$ cat config.mk
export PLATFORM = sky130hd
export DESIGN_NAME = length_framed_sum_xor_byte_deframer_core
export DESIGN_NICKNAME = d
export VERILOG_FILES = /design/src/rtl/core/lfsx_pkg.sv /design/src/rtl/core/lfsx_parser.sv /design/src/rtl/core/length_framed_sum_xor_byte_deframer_core.sv
export SDC_FILE = /design/constraint.sdc
export NUM_CORES = 1
export LEC_CHECK = 0
export BUFFER_PORTS_ARGS = -buffer_cell sky130_fd_sc_hd__buf_2
export CAP_MARGIN = 20
export CORE_ASPECT_RATIO = 0.6
export CORE_UTILIZATION = 31
export CTS_CLUSTER_SIZE = 12
export DETAILED_ROUTE_END_ITERATION = 7
export GPL_ROUTABILITY_DRIVEN = 1
export SLEW_MARGIN = 10
export SYNTH_ARGS = -nofsm -noshare
export SYNTH_HDL_FRONTEND = slang
export SYNTH_SLANG_ARGS = --single-unit
$ cat constraint.sdc
create_clock -name i_clk -period 4.2 [get_ports i_clk]
set_input_delay 0.84 -clock i_clk [delete_from_list [all_inputs] [get_ports i_clk]]
set_output_delay 0.84 -clock i_clk [all_outputs]
set_load 0.03 [all_outputs]
$ cat src/rtl/core/lfsx_pkg.sv
`timescale 1ns / 1ps
// ----------------------------------------------------------------------------
// lfsx_pkg
// Shared types and codes for the length-framed sum/xor byte deframer.
// ----------------------------------------------------------------------------
package lfsx_pkg;

    localparam int BYTE_W   = 8;
    localparam int LEN_W    = 10;
    localparam int COUNT_W  = 11;
    localparam int STATUS_W = 3;
    localparam int CFG_IDX_W  = 2;
    localparam int CFG_DATA_W = 10;

    // status codes
    localparam logic [STATUS_W-1:0] ST_BUSY      = 3'd0;
    localparam logic [STATUS_W-1:0] ST_READY     = 3'd1;
    localparam logic [STATUS_W-1:0] ST_TOO_LONG  = 3'd2;
    localparam logic [STATUS_W-1:0] ST_BUF_SMALL = 3'd3;
    localparam logic [STATUS_W-1:0] ST_CHECK_ERR = 3'd4;

    // configuration register indexes
    localparam logic [CFG_IDX_W-1:0] REG_FRAME_HEAD   = 2'd0;
    localparam logic [CFG_IDX_W-1:0] REG_MAX_DATA_LEN = 2'd1;
    localparam logic [CFG_IDX_W-1:0] REG_PRM_MASK     = 2'd2;
    localparam logic [CFG_IDX_W-1:0] REG_RESPOND_MASK = 2'd3;

    localparam logic [BYTE_W-1:0] NO_EXC_CODE     = 8'hFF;
    localparam logic [BYTE_W-1:0] RST_FRAME_HEAD  = 8'd0;
    localparam logic [LEN_W-1:0]  RST_MAX_DATA    = 10'd249;

    typedef struct packed {
        logic [BYTE_W-1:0] frame_head;
        logic [LEN_W-1:0]  max_data_len;
        logic [BYTE_W-1:0] prm_mask;
        logic [BYTE_W-1:0] respond_mask;
    } t_cfg;

    typedef struct packed {
        logic [STATUS_W-1:0] status;
        logic                payload_valid;
        logic [BYTE_W-1:0]   payload_byte;
        logic [LEN_W-1:0]    payload_index;
        logic [BYTE_W-1:0]   frame_ctrl;
        logic [BYTE_W-1:0]   frame_cmd;
        logic [LEN_W-1:0]    frame_data_len;
        logic                prm_flag;
        logic                exception_flag;
        logic [BYTE_W-1:0]   exc_code;
    } t_result;

endpackage

$ cat src/rtl/core/lfsx_parser.sv
`timescale 1ns / 1ps
// ----------------------------------------------------------------------------
// lfsx_parser
// Frame state tracker: head hunt, length check, running sum/xor and the
// per-byte result.
// ----------------------------------------------------------------------------
module lfsx_parser #(
    parameter int RX_BUFFER_BYTES = 256
) (
    input  logic                      i_clk,
    input  logic                      i_rst_n,
    input  logic                      i_en,
    input  logic [lfsx_pkg::BYTE_W-1:0] i_byte,
    input  lfsx_pkg::t_cfg            i_cfg,
    output lfsx_pkg::t_result         o_res
);

    localparam int CW = lfsx_pkg::COUNT_W;
    localparam int LW = lfsx_pkg::LEN_W;
    localparam int BW = lfsx_pkg::BYTE_W;

    localparam logic [CW-1:0] POS_HUNT   = CW'(0);
    localparam logic [CW-1:0] POS_LEN_LO = CW'(1);
    localparam logic [CW-1:0] POS_LEN_HI = CW'(2);
    localparam logic [CW-1:0] POS_CTRL   = CW'(3);
    localparam logic [CW-1:0] POS_CMD    = CW'(4);
    localparam logic [CW-1:0] POS_DATA   = CW'(5);
    localparam logic [CW-1:0] HDR_TAIL   = CW'(7);
    localparam logic [CW-1:0] BUF_LIM    = CW'(RX_BUFFER_BYTES);

    logic [CW-1:0] r_count, n_count;
    logic [LW-1:0] r_dlen, n_dlen;
    logic [BW-1:0] r_len_lo, n_len_lo;
    logic [BW-1:0] r_sum, n_sum;
    logic [BW-1:0] r_xor, n_xor;
    logic [BW-1:0] r_ctrl, n_ctrl;
    logic [BW-1:0] r_cmd, n_cmd;
    logic [BW-1:0] r_last, n_last;
    logic          r_sum_ok, n_sum_ok;

    logic [LW-1:0] len10;
    logic          too_long;
    logic          too_big;
    logic [CW-1:0] data_end;
    logic [CW-1:0] data_idx;
    logic          exc;

    assign len10    = {i_byte[1:0], r_len_lo};
    assign too_long = (i_byte[7:2] != '0) || (len10 > i_cfg.max_data_len);
    assign too_big  = ({1'b0, len10} + HDR_TAIL) > BUF_LIM;
    assign data_end = POS_DATA + {1'b0, r_dlen};
    assign data_idx = r_count - POS_DATA;
    assign exc      = (r_ctrl & i_cfg.respond_mask) != '0;

    always_comb begin
        n_count  = r_count;
        n_dlen   = r_dlen;
        n_len_lo = r_len_lo;
        n_sum    = r_sum;
        n_xor    = r_xor;
        n_ctrl   = r_ctrl;
        n_cmd    = r_cmd;
        n_last   = r_last;
        n_sum_ok = r_sum_ok;
        o_res    = '0;
        if (r_count == POS_HUNT) begin
            if (i_byte == i_cfg.frame_head) begin
                n_count  = POS_LEN_LO;
                n_sum    = '0;
                n_xor    = '0;
                n_sum_ok = 1'b0;
            end
        end else begin
            n_count = r_count + CW'(1);
            case (r_count)
                POS_LEN_LO: begin
                    n_len_lo = i_byte;
                    n_sum    = r_sum + i_byte;
                    n_xor    = r_xor ^ i_byte;
                end
                POS_LEN_HI: begin
                    n_sum = r_sum + i_byte;
                    n_xor = r_xor ^ i_byte;
                    if (too_long) begin
                        n_count      = POS_HUNT;
                        o_res.status = lfsx_pkg::ST_TOO_LONG;
                    end else if (too_big) begin
                        n_count      = POS_HUNT;
                        o_res.status = lfsx_pkg::ST_BUF_SMALL;
                    end else begin
                        n_dlen = len10;
                    end
                end
                POS_CTRL: begin
                    n_ctrl = i_byte;
                    n_sum  = r_sum + i_byte;
                    n_xor  = r_xor ^ i_byte;
                end
                POS_CMD: begin
                    n_cmd = i_byte;
                    n_sum = r_sum + i_byte;
                    n_xor = r_xor ^ i_byte;
                end
                default: begin
                    if (r_count < data_end) begin
                        n_sum               = r_sum + i_byte;
                        n_xor               = r_xor ^ i_byte;
                        n_last              = i_byte;
                        o_res.payload_valid = 1'b1;
                        o_res.payload_byte  = i_byte;
                        o_res.payload_index = data_idx[LW-1:0];
                    end else if (r_count == data_end) begin
                        n_sum_ok = (i_byte == r_sum);
                    end else begin
                        n_count = POS_HUNT;
                        if (r_sum_ok && (i_byte == r_xor)) begin
                            o_res.status         = lfsx_pkg::ST_READY;
                            o_res.frame_ctrl     = r_ctrl;
                            o_res.frame_cmd      = r_cmd;
                            o_res.frame_data_len = r_dlen;
                            o_res.prm_flag       = (r_ctrl & i_cfg.prm_mask) != '0;
                            o_res.exception_flag = exc;
                            o_res.exc_code       = (exc && (r_dlen != '0)) ?
                                                   r_last : lfsx_pkg::NO_EXC_CODE;
                        end else begin
                            o_res.status = lfsx_pkg::ST_CHECK_ERR;
                        end
                    end
                end
            endcase
        end
    end

    always_ff @(posedge i_clk) begin
        if (!i_rst_n) begin
            r_count <= POS_HUNT;
        end else if (i_en) begin
            r_count <= n_count;
        end
    end

    always_ff @(posedge i_clk) begin
        if (i_en) begin
            r_dlen   <= n_dlen;
            r_len_lo <= n_len_lo;
            r_sum    <= n_sum;
            r_xor    <= n_xor;
            r_ctrl   <= n_ctrl;
            r_cmd    <= n_cmd;
            r_last   <= n_last;
            r_sum_ok <= n_sum_ok;
        end
    end

    a_end_hunts: assert property (@(posedge i_clk) disable iff (!i_rst_n)
        (i_en && (o_res.status != lfsx_pkg::ST_BUSY)) |=> (r_count == POS_HUNT))
        else $error("frame end did not return to hunting");

    a_payload_pos: assert property (@(posedge i_clk) disable iff (!i_rst_n)
        o_res.payload_valid |-> (r_count >= POS_DATA))
        else $error("payload byte before data position");

    a_payload_no_status: assert property (@(posedge i_clk) disable iff (!i_rst_n)
        o_res.payload_valid |-> (o_res.status == lfsx_pkg::ST_BUSY))
        else $error("payload byte carries a frame status");

endmodule

$ cat src/rtl/core/length_framed_sum_xor_byte_deframer_core.sv
`timescale 1ns / 1ps
// ----------------------------------------------------------------------------
// length_framed_sum_xor_byte_deframer_core
// Length-prefixed frame receiver with 8-bit sum and xor check.
// ----------------------------------------------------------------------------
// Takes one received byte per transaction and returns exactly one result
// transaction per byte through a single result register. The input is ready
// whenever that register is empty or being taken, so one byte per clock
// while m_axis_tready is high. Data bytes come out as they arrive with their
// index; the length high byte can give a length error, the xor byte frame
// ready or a check error. Nothing is buffered, so the consumer drops the
// payload on error. Registers are written through the plain write port while
// the block is idle; the user must ensure this, the block does not enforce it.
module length_framed_sum_xor_byte_deframer_core #(
    parameter int RX_BUFFER_BYTES = 256
) (
    input  logic        i_clk,
    input  logic        i_rst_n,
    // config write port
    input  logic        i_cfg_we,
    input  logic [lfsx_pkg::CFG_IDX_W-1:0]  i_cfg_idx,
    input  logic [lfsx_pkg::CFG_DATA_W-1:0] i_cfg_data,
    // byte input
    input  logic        s_axis_tvalid,
    output logic        s_axis_tready,
    input  logic [7:0]  s_axis_tdata,   // [7:0] rx_byte
    // result output
    output logic        m_axis_tvalid,
    input  logic        m_axis_tready,
    // [7:0] payload_byte, [17:8] payload_index, [25:18] frame_ctrl,
    // [33:26] frame_cmd, [43:34] frame_data_len, [44] prm_flag,
    // [45] exception_flag, [53:46] exc_code, [55:54] zero
    output logic [55:0] m_axis_tdata,
    // [2:0] status, [3] payload_valid
    output logic [3:0]  m_axis_tuser
);

    lfsx_pkg::t_cfg    r_cfg;
    lfsx_pkg::t_result res;
    lfsx_pkg::t_result r_res;
    logic              r_out_valid;
    logic              accept;

    assign s_axis_tready = !r_out_valid || m_axis_tready;
    assign accept        = s_axis_tvalid && s_axis_tready;

    always_ff @(posedge i_clk) begin
        if (!i_rst_n) begin
            r_cfg.frame_head   <= lfsx_pkg::RST_FRAME_HEAD;
            r_cfg.max_data_len <= lfsx_pkg::RST_MAX_DATA;
            r_cfg.prm_mask     <= '0;
            r_cfg.respond_mask <= '0;
        end else if (i_cfg_we) begin
            unique case (i_cfg_idx)
                lfsx_pkg::REG_FRAME_HEAD:   r_cfg.frame_head   <= i_cfg_data[7:0];
                lfsx_pkg::REG_MAX_DATA_LEN: r_cfg.max_data_len <= i_cfg_data;
                lfsx_pkg::REG_PRM_MASK:     r_cfg.prm_mask     <= i_cfg_data[7:0];
                lfsx_pkg::REG_RESPOND_MASK: r_cfg.respond_mask <= i_cfg_data[7:0];
            endcase
        end
    end

    lfsx_parser #(
        .RX_BUFFER_BYTES (RX_BUFFER_BYTES)
    ) u_parser (
        .i_clk   (i_clk),
        .i_rst_n (i_rst_n),
        .i_en    (accept),
        .i_byte  (s_axis_tdata),
        .i_cfg   (r_cfg),
        .o_res   (res)
    );

    always_ff @(posedge i_clk) begin
        if (!i_rst_n) begin
            r_out_valid <= 1'b0;
        end else if (accept) begin
            r_out_valid <= 1'b1;
        end else if (m_axis_tready) begin
            r_out_valid <= 1'b0;
        end
    end

    always_ff @(posedge i_clk) begin
        if (accept) begin
            r_res <= res;
        end
    end

    assign m_axis_tvalid = r_out_valid;
    assign m_axis_tuser  = {r_res.payload_valid, r_res.status};
    assign m_axis_tdata  = {2'b00,
                            r_res.exc_code,
                            r_res.exception_flag,
                            r_res.prm_flag,
                            r_res.frame_data_len,
                            r_res.frame_cmd,
                            r_res.frame_ctrl,
                            r_res.payload_index,
                            r_res.payload_byte};

    a_accept_fills: assert property (@(posedge i_clk) disable iff (!i_rst_n)
        accept |=> r_out_valid)
        else $error("accepted byte left no result");

    a_stall_holds: assert property (@(posedge i_clk) disable iff (!i_rst_n)
        !s_axis_tready |-> (r_out_valid && !m_axis_tready))
        else $error("input stalled without a pending result");

    a_ready_no_payload: assert property (@(posedge i_clk) disable iff (!i_rst_n)
        (r_out_valid && (r_res.status != lfsx_pkg::ST_BUSY)) |-> !r_res.payload_valid)
        else $error("frame status together with a payload byte");

endmodule
==> qor.txt, run 1 <==
Fin crit share -> 80.14%
Worst R2R Path Depth -> 12
GR peak layer -> met1
Fin. max-slew vios -> 0
Die Span Y -> 123.7 um
Grt total ovfl -> 0
CP Max Fanout -> 23
Slew at the pin closest to its max-slew limit -> 0.9277 ns
Post-synth EDFFs -> 117
Die area -> 25350 um^2
DR DRC count -> 0
Post-cts repair resize count -> 0
Yosys warns -> 0
Gate power share -> 6.7%
Clock share of power -> 43.5%
Setup violations, final -> 0
Mean post-synth cell area -> 12.02 um^2
Status -> finished, final reports clean
Core ar. -> 24220 um^2
Final setup TNS -> 0 ns
Seq pwr share -> 49.8%
Simple-Gate Fraction of Synth Area -> 16.87%
Switching Share -> 25.09%
ANT nets after route -> 0
Count of cell types in the netlist -> 59
Worst VDD drop -> 0.2667 mV
Worst Path Class, Setup -> flop to flop
N_diodes -> 0
Complex-gate fraction of the synthesized area -> 8.073%
CTS tree -> done
Setup Skew -> 0.008621 ns
Final critical-path required period -> 3.366 ns
Total track usage -> 15.70%
Post-synth top area share -> 45.89%
#FFs+latches synth -> 163
Via Count -> 5006
Slew headroom -> 37.48%
WHS Path Cells -> 2
Hold Vio Cnt, Final -> 0
Final wirelength -> 18740 um
Max cap viols -> 0
Achievable frequency -> 0.2971 GHz
H-tree depth -> 4
RSZ-0062 raised after global routing -> no
Async SR Flop Fraction -> 0%
Number of vias per cell -> 4.727
Hold/Removal Path Class -> flop to flop
Count leader, synth -> edfxtp_1
Starting Density -> 31.61%
R2r setup slk -> 0.83 ns
Initial DRC count -> 300
Final GP Congestion -> 0.8538
Required @ worst endpoint -> 4.39 ns
Top post-synthesis cells by area -> edfxtp_1 46%, dfxtp_1 12%, ha_1 5.7%
Element type at the critical path end -> flop
Clk buf depth -> 2
Vias in the first global route -> 4851
Pin count of the biggest net entering global routing -> 56
Clock transition at path regs -> 0.07 ns
Row cnt -> 44
Post-synth top area cell -> edfxtp_1
Global-route track usage on met2 -> 20.48%
Switching power -> 892.1 uW
First-pass GRT wire length -> 28950 um
1st-pass router iterations -> 4
Area Overhead vs Synth -> 17.16%
Routed len/inst -> 17.70 um
Clk_lat worst skew -> 0.44 ns
Global-route track usage on met1 -> 24.58%
Root Buffer -> clkbuf_16
Main combinational cell family by area after synthesis -> simple AND/OR/NAND/NOR gates
# nets final -> 785
Post-Synth XOR/XNOR Area -> 4.233%
Final hold slack -> 0.4697 ns
Post-CTS Setup Bufs -> 0
P_int -> 2.664 mW
CP arrival -> 3.55 ns
Primary FF master, synth -> edfxtp_1
Post-cts hold buffer count -> 0
IO buf count -> 84
Cell Area, Synth -> 7656 um^2
Sequential fraction of the synthesis area -> 57.92%
Share of layout cells above drive strength 1 -> 19.40%
Met3 GRT Util -> 3.741%
Initial antenna violation count -> 0
Die Wd -> 204.9 um
Total CTS buffers -> 17
Synthesized instance count -> 637
Synth top cells by count -> 117 x edfxtp_1, 48 x nor2_1, 46 x dfxtp_1, 46 x nand2_1, 40 x and2_1
Mux share of post-synthesis cell area -> 3.138%
P per Cell Area -> 396.4 nW/um^2
Leakage -> 3.552 nW
DP HPWL -> 13400 um
Worst setup SP type -> flop
Num ports -> 87
Adder-cell share of the synthesized area -> 5.981%
Clk sinks -> 163
==> worst paths after layout <==
kind / from / endpoint
setup reg to reg: u_parser.r_dlen[3] / m_axis_tdata[30]
setup / recovery: u_parser.r_dlen[3] / m_axis_tdata[30]
hold / removal: r_cfg[24] / r_cfg[24]
hold reg to reg: r_cfg[24] / r_cfg[24]
==> per-layer routing <==
| layer | part of all wire (%) | vias to the layer above |
|---|---|---|
| met5 | 0 | - |
| li1 | - | 2451 |
| met3 | 5.5 | 16 |
| met1 | 56 | 2406 |
| met2 | 38 | 133 |
| met4 | 1.2 | 0 |
==> cells by family after synthesis <==
| logic type | after synthesis |
|---|---|
| AOI/OAI and AO/OA | 81 |
| buffers and inverters | 56 |
| adders and majority gates | 36 |
| xor gates and xnor gates | 37 |
| other | 1 |
| DFF | 163 |
| muxes | 24 |
| and+or+nand+nor | 239 |
==> registers in the layout (all words and copies together) (netlist names) <==
signal and flops:
u_parser.r_len_lo 8, m_axis_tdata 54, u_parser.r_last 8, r_cfg 34, u_parser.r_xor 8, u_parser.r_cmd 8
m_axis_tvalid 1, m_axis_tuser 4, u_parser.r_ctrl 8, u_parser.r_dlen 10, u_parser.r_count 11, u_parser.r_sum 8
u_parser.r_sum_ok 1
==> power by group through the flow <==
stage / registers, mW / logic, mW / clock network [mW]
after floorplan: 1.86 / 0.0946 / 0
after global placement: 1.81 / 0.235 / 0
after detailed placement: 1.81 / 0.238 / 0
after CTS: 1.77 / 0.240 / 1.57
after global routing: 1.77 / 0.259 / 1.63
final: 1.77 / 0.237 / 1.55
==> stage by stage <==
step	power [mW]	cells	setup slack, ns	instance area [um^2]	utilization, %
after global placement	2.043	1026	0.8093	8377	34.58
final	3.556	1059	0.8339	8970	37.03
after CTS	3.585	1058	0.6776	8955	36.97
after floorplan	1.950	638	0.5824	7660	-
after detailed placement	2.046	1026	0.6786	8377	34.58
after global routing	3.666	1059	0.4568	8970	37.03
==> critical path, cell delays in order (launching register included) <==
cell and delay (ns):
edfxtp_1 0.50, nand4_1 0.15, nor2_1 0.18, nand2_1 0.07
nor2_1 0.13, xnor2_1 0.14, ha_1 0.26, and3_1 0.22
a221oi_1 0.46, nand3_1 0.21, and4_1 0.38, buf_8 0.24
and2_1 0.16
==> final cells by class <==
class / count / area [um^2]
timing repair buffer: 93 / 495.5
multi-input combinational: 419 / 2947
clock inverter: 13 / 145.1
fill: 2370 / 15250
clock buffer: 19 / 432.9
sequential: 163 / 4434
tap: 322 / 402.9
inverter: 30 / 112.6
==> cells in the final DEF (no fill, tap or decap), types with 6 or more instances in the layout <==
cell       count
buf_2         84
nor4_1         6
o211ai_1       6
a21boi_0       8
nand4_1       10
a21oi_1       11
inv_1         29
and2_1        40
buf_4          8
nand2_1       46
o21a_1         9
nand3_1       13
nor2b_1       33
and3_1         6
xor2_1        12
mux2i_1       24
dfxtp_1       46
o221ai_1       6
edfxtp_1     117
nor3_1        14
xnor2_1       25
ha_1          35
nor2_1        48
o21ai_0       12
clkbuf_16     17
(Power assumes the default switching activity.)
==> run 2, diff against run 1 <==
ABC_AREA = 1   (was default)
clock period = 3.45 ns   (was 4.2 ns; I/O delays follow)
==> qor.txt, run 2 <==
Status -> finished, violations left (was finished, final reports clean)
Failing checks -> design-rule violations
Share of layout cells above drive strength 1 -> 16.98% (was 19.40%)
Cell Area, Placed -> 8511 um^2 (was 8377 um^2)
Area of the multi-input gates -> 2735 um^2 (was 2947 um^2)
Count leader, synth -> nor2_1 (was edfxtp_1)
Pin count of the biggest net entering global routing -> 59 (was 56)
Num ports -> 87 (unchanged)
Via Count -> 5610 (was 5006)
Hold Vio Cnt, Final -> 0 (unchanged)
Worst Slack Setup Final -> 0.3375 ns (was 0.8339 ns)
Post-synth top area share -> 44.99% (was 45.89%)
DR DRC count -> 7 (was 0)
Crit-path cells -> ha_1 -> o21ai_0 -> nor2_1 -> inv_1 -> nor3_1 -> xor2_1 -> ha_1 -> nand2_1 -> nor2_1 -> nand3_1 -> nand3_1 -> nand2_1 -> inv_1 -> nand3_4 -> a21oi_1 (was nand4_1 -> nor2_1 -> nand2_1 -> nor2_1 -> xnor2_1 -> ha_1 -> and3_1 -> a221oi_1 -> nand3_1 -> and4_1 -> buf_8 -> and2_1)
N_diodes -> 0 (unchanged)
Die Wd -> 206.9 um (was 204.9 um)
Final wirelength -> 18650 um (was 18740 um)
Element type at the critical path end -> flop (unchanged)
Row cnt -> 44 (unchanged)
CTS tree -> done (unchanged)
Primary FF master, synth -> edfxtp_1 (unchanged)
Largest stage delay, worst path -> 0.42 ns (was 0.50 ns)
Initial antenna violation count -> 0 (unchanged)
Total track usage -> 14.69% (was 15.70%)
Worst Path Class, Setup -> flop to flop (unchanged)
First-pass GRT wire length -> 28490 um (was 28950 um)
Setup violations, final -> 0 (unchanged)
Total chip power -> 4.370 mW (was 3.556 mW)
Max cap viols -> 0 (unchanged)
Post-CTS Setup Bufs -> 0 (unchanged)
Final Instance Area -> 9090 um^2 (was 8970 um^2)
Top post-synthesis cells by area -> edfxtp_1 45%, dfxtp_1 12%, nor2_1 6.3% (was edfxtp_1 46%, dfxtp_1 12%, ha_1 5.7%)
Die Span Y -> 124.9 um (was 123.7 um)
CP arrival -> 3.39 ns (was 3.55 ns)
Sequential fraction of the synthesis area -> 56.78% (was 57.92%)
Final GP Congestion -> 0.8850 (was 0.8538)
Post-cts hold buffer count -> 0 (unchanged)
Synth top cells by count -> 132 x nor2_1, 120 x inv_1, 117 x edfxtp_1 (was 117 x edfxtp_1, 48 x nor2_1, 46 x dfxtp_1, 46 x nand2_1, 40 x and2_1)
# nets final -> 949 (was 785)
Final hold slack -> 0.4576 ns (was 0.4697 ns)
Achievable frequency -> 0.3213 GHz (was 0.2971 GHz)
Cell Area, Synth -> 7810 um^2 (was 7656 um^2)
Fin. max-slew vios -> 0 (unchanged)
Grt total ovfl -> 0 (unchanged)
Post-cts repair resize count -> 0 (unchanged)
Fin crit share -> 90.22% (was 80.14%)
Worst setup SP type -> flop (unchanged)
DP HPWL -> 13400 um (about the same)
Area Overhead vs Synth -> 16.39% (was 17.16%)
Vias in the first global route -> 5026 (was 4851)
Worst VDD drop -> 0.3606 mV (was 0.2667 mV)
Max FFs per register -> 54 (unchanged)
CP Max Fanout -> 37 (was 23)
IO buf count -> 84 (unchanged)
Pre-CTS setup slack -> 0.3471 ns (was 0.6786 ns)
Hold/Removal Path Class -> flop to flop (unchanged)
Final std cells w/o fill -> 1223 (was 1059)
Mean post-synth cell area -> 9.726 um^2 (was 12.02 um^2)
Slowest-stage cell, CP -> edfxtp_1 (unchanged)
Slew headroom -> 43.42% (was 37.48%)
#FFs+latches synth -> 163 (unchanged)
Cell Count Post-Placement -> 1191 (was 1026)
P per Cell Area -> 480.7 nW/um^2 (was 396.4 nW/um^2)
ANT nets after route -> 0 (unchanged)
Async SR Flop Fraction -> 0% (unchanged)
Synthesized instance count -> 803 (was 637)
Final setup TNS -> 0 ns (unchanged)
1st-pass router iterations -> 8 (was 4)
Clock transition at path regs -> 0.07 ns (about the same)
Clk_lat worst skew -> 0.43 ns (was 0.44 ns)
Clk buf depth -> 2 (unchanged)
Leakage -> 3.933 nW (was 3.552 nW)
Initial DRC count -> 507 (was 300)
Routed len/inst -> 15.25 um (was 17.70 um)
RSZ-0062 raised after global routing -> yes (was no)
Core ar. -> 24440 um^2 (was 24220 um^2)
H-tree depth -> 4 (unchanged)
Total CTS buffers -> 17 (unchanged)
Commonest non-fill, non-tap cells in the layout -> 132 x nor2_1, 119 x inv_1, 117 x edfxtp_1 (was 117 x edfxtp_1, 84 x buf_2, 48 x nor2_1)
Number of vias per cell -> 4.587 (was 4.727)
Die area -> 25850 um^2 (was 25350 um^2)
Post-layout util -> 37.19% (was 37.03%)
Clk sinks -> 163 (unchanged)
Starting Density -> 31.95% (was 31.61%)
Post-synth EDFFs -> 117 (unchanged)
Commonest non-fill, non-tap cell in the layout -> nor2_1 (was edfxtp_1)
Sequential cell area -> 4434 um^2 (unchanged)
Post-synth top area cell -> edfxtp_1 (unchanged)
Slew at the pin closest to its max-slew limit -> 0.8395 ns (was 0.9277 ns)
Root Buffer -> clkbuf_16 (unchanged)
Setup Skew -> 0.01024 ns (was 0.008621 ns)
Count of cell types in the netlist -> 44 (was 59)
Required @ worst endpoint -> 3.72 ns (was 4.39 ns)
Fillers -> 2467 (was 2370)
Yosys warns -> 0 (unchanged)
Final critical-path required period -> 3.113 ns (was 3.366 ns)
[run 2: changes by cell type after synthesis, sizes merged, moves of 22 or more]
| cell | delta |
|---|---|
| mux2i | -24 |
| a21oi | +43 |
| nor2b | -33 |
| nand2 | +62 |
| nor2 | +92 |
| inv | +97 |
| and2 | -41 |
| o21ai | +22 |
[run 2: kinds of logic after synthesis]
family / after synthesis / share of synthesized area [%]
AOI/OAI and AO/OA: 114 / 8.123
xor gates and xnor gates: 29 / 3.252
adders and majority gates: 36 / 5.864
buffers and inverters: 151 / 8.250
DFF: 163 / 56.78
other: 1 / 0.04802
and+or+nand+nor: 309 / 17.69
[run 2: worst paths after layout]
check,start,endpoint,slack [ns],cells after the start
setup / recovery,u_parser.r_dlen[0],m_axis_tdata[45],0.34,15
hold / removal,r_cfg[5],r_cfg[5],0.46,2
setup reg to reg,u_parser.r_dlen[0],m_axis_tdata[45],0.34,15
hold reg to reg,r_cfg[5],r_cfg[5],0.46,2
[run 2: cell type report]
class / instances / share of cell area (%)
Clock buffer: 22 / 4.997
Sequential cell: 163 / 48.78
Clock inverter: 10 / 1.376
Tap cell: 322 / 4.432
Multi-Input combinational cell: 490 / 30.09
Inverter: 127 / 5.286
Timing Repair Buffer: 89 / 5.038
[run 2: where the power goes]
part | total (mW) | switching, mW | internal (mW)
registers | 2.16 | 0.0172 | 2.14
logic | 0.304 | 0.224 | 0.0798
clock network | 1.90 | 0.809 | 1.10
[run 2: critical path, delay by kind of cell, from the launching register on]
kind,cells,cell delay (ns)
xor gates and xnor gates,1,0.15
adders and majority gates,2,0.57
DFF,1,0.42
and+or+nand+nor,8,1.10
buffers and inverters,2,0.22
AOI/OAI and AO/OA,2,0.48
[run 2: per-layer routing]
layer	wire [um]	part of all wire [%]	global-route usage (%)
met5	0	0	0
met4	132	0.71	3.864
met3	1499	8.0	3.363
met2	7222	39	18.67
met1	9796	53	24.03
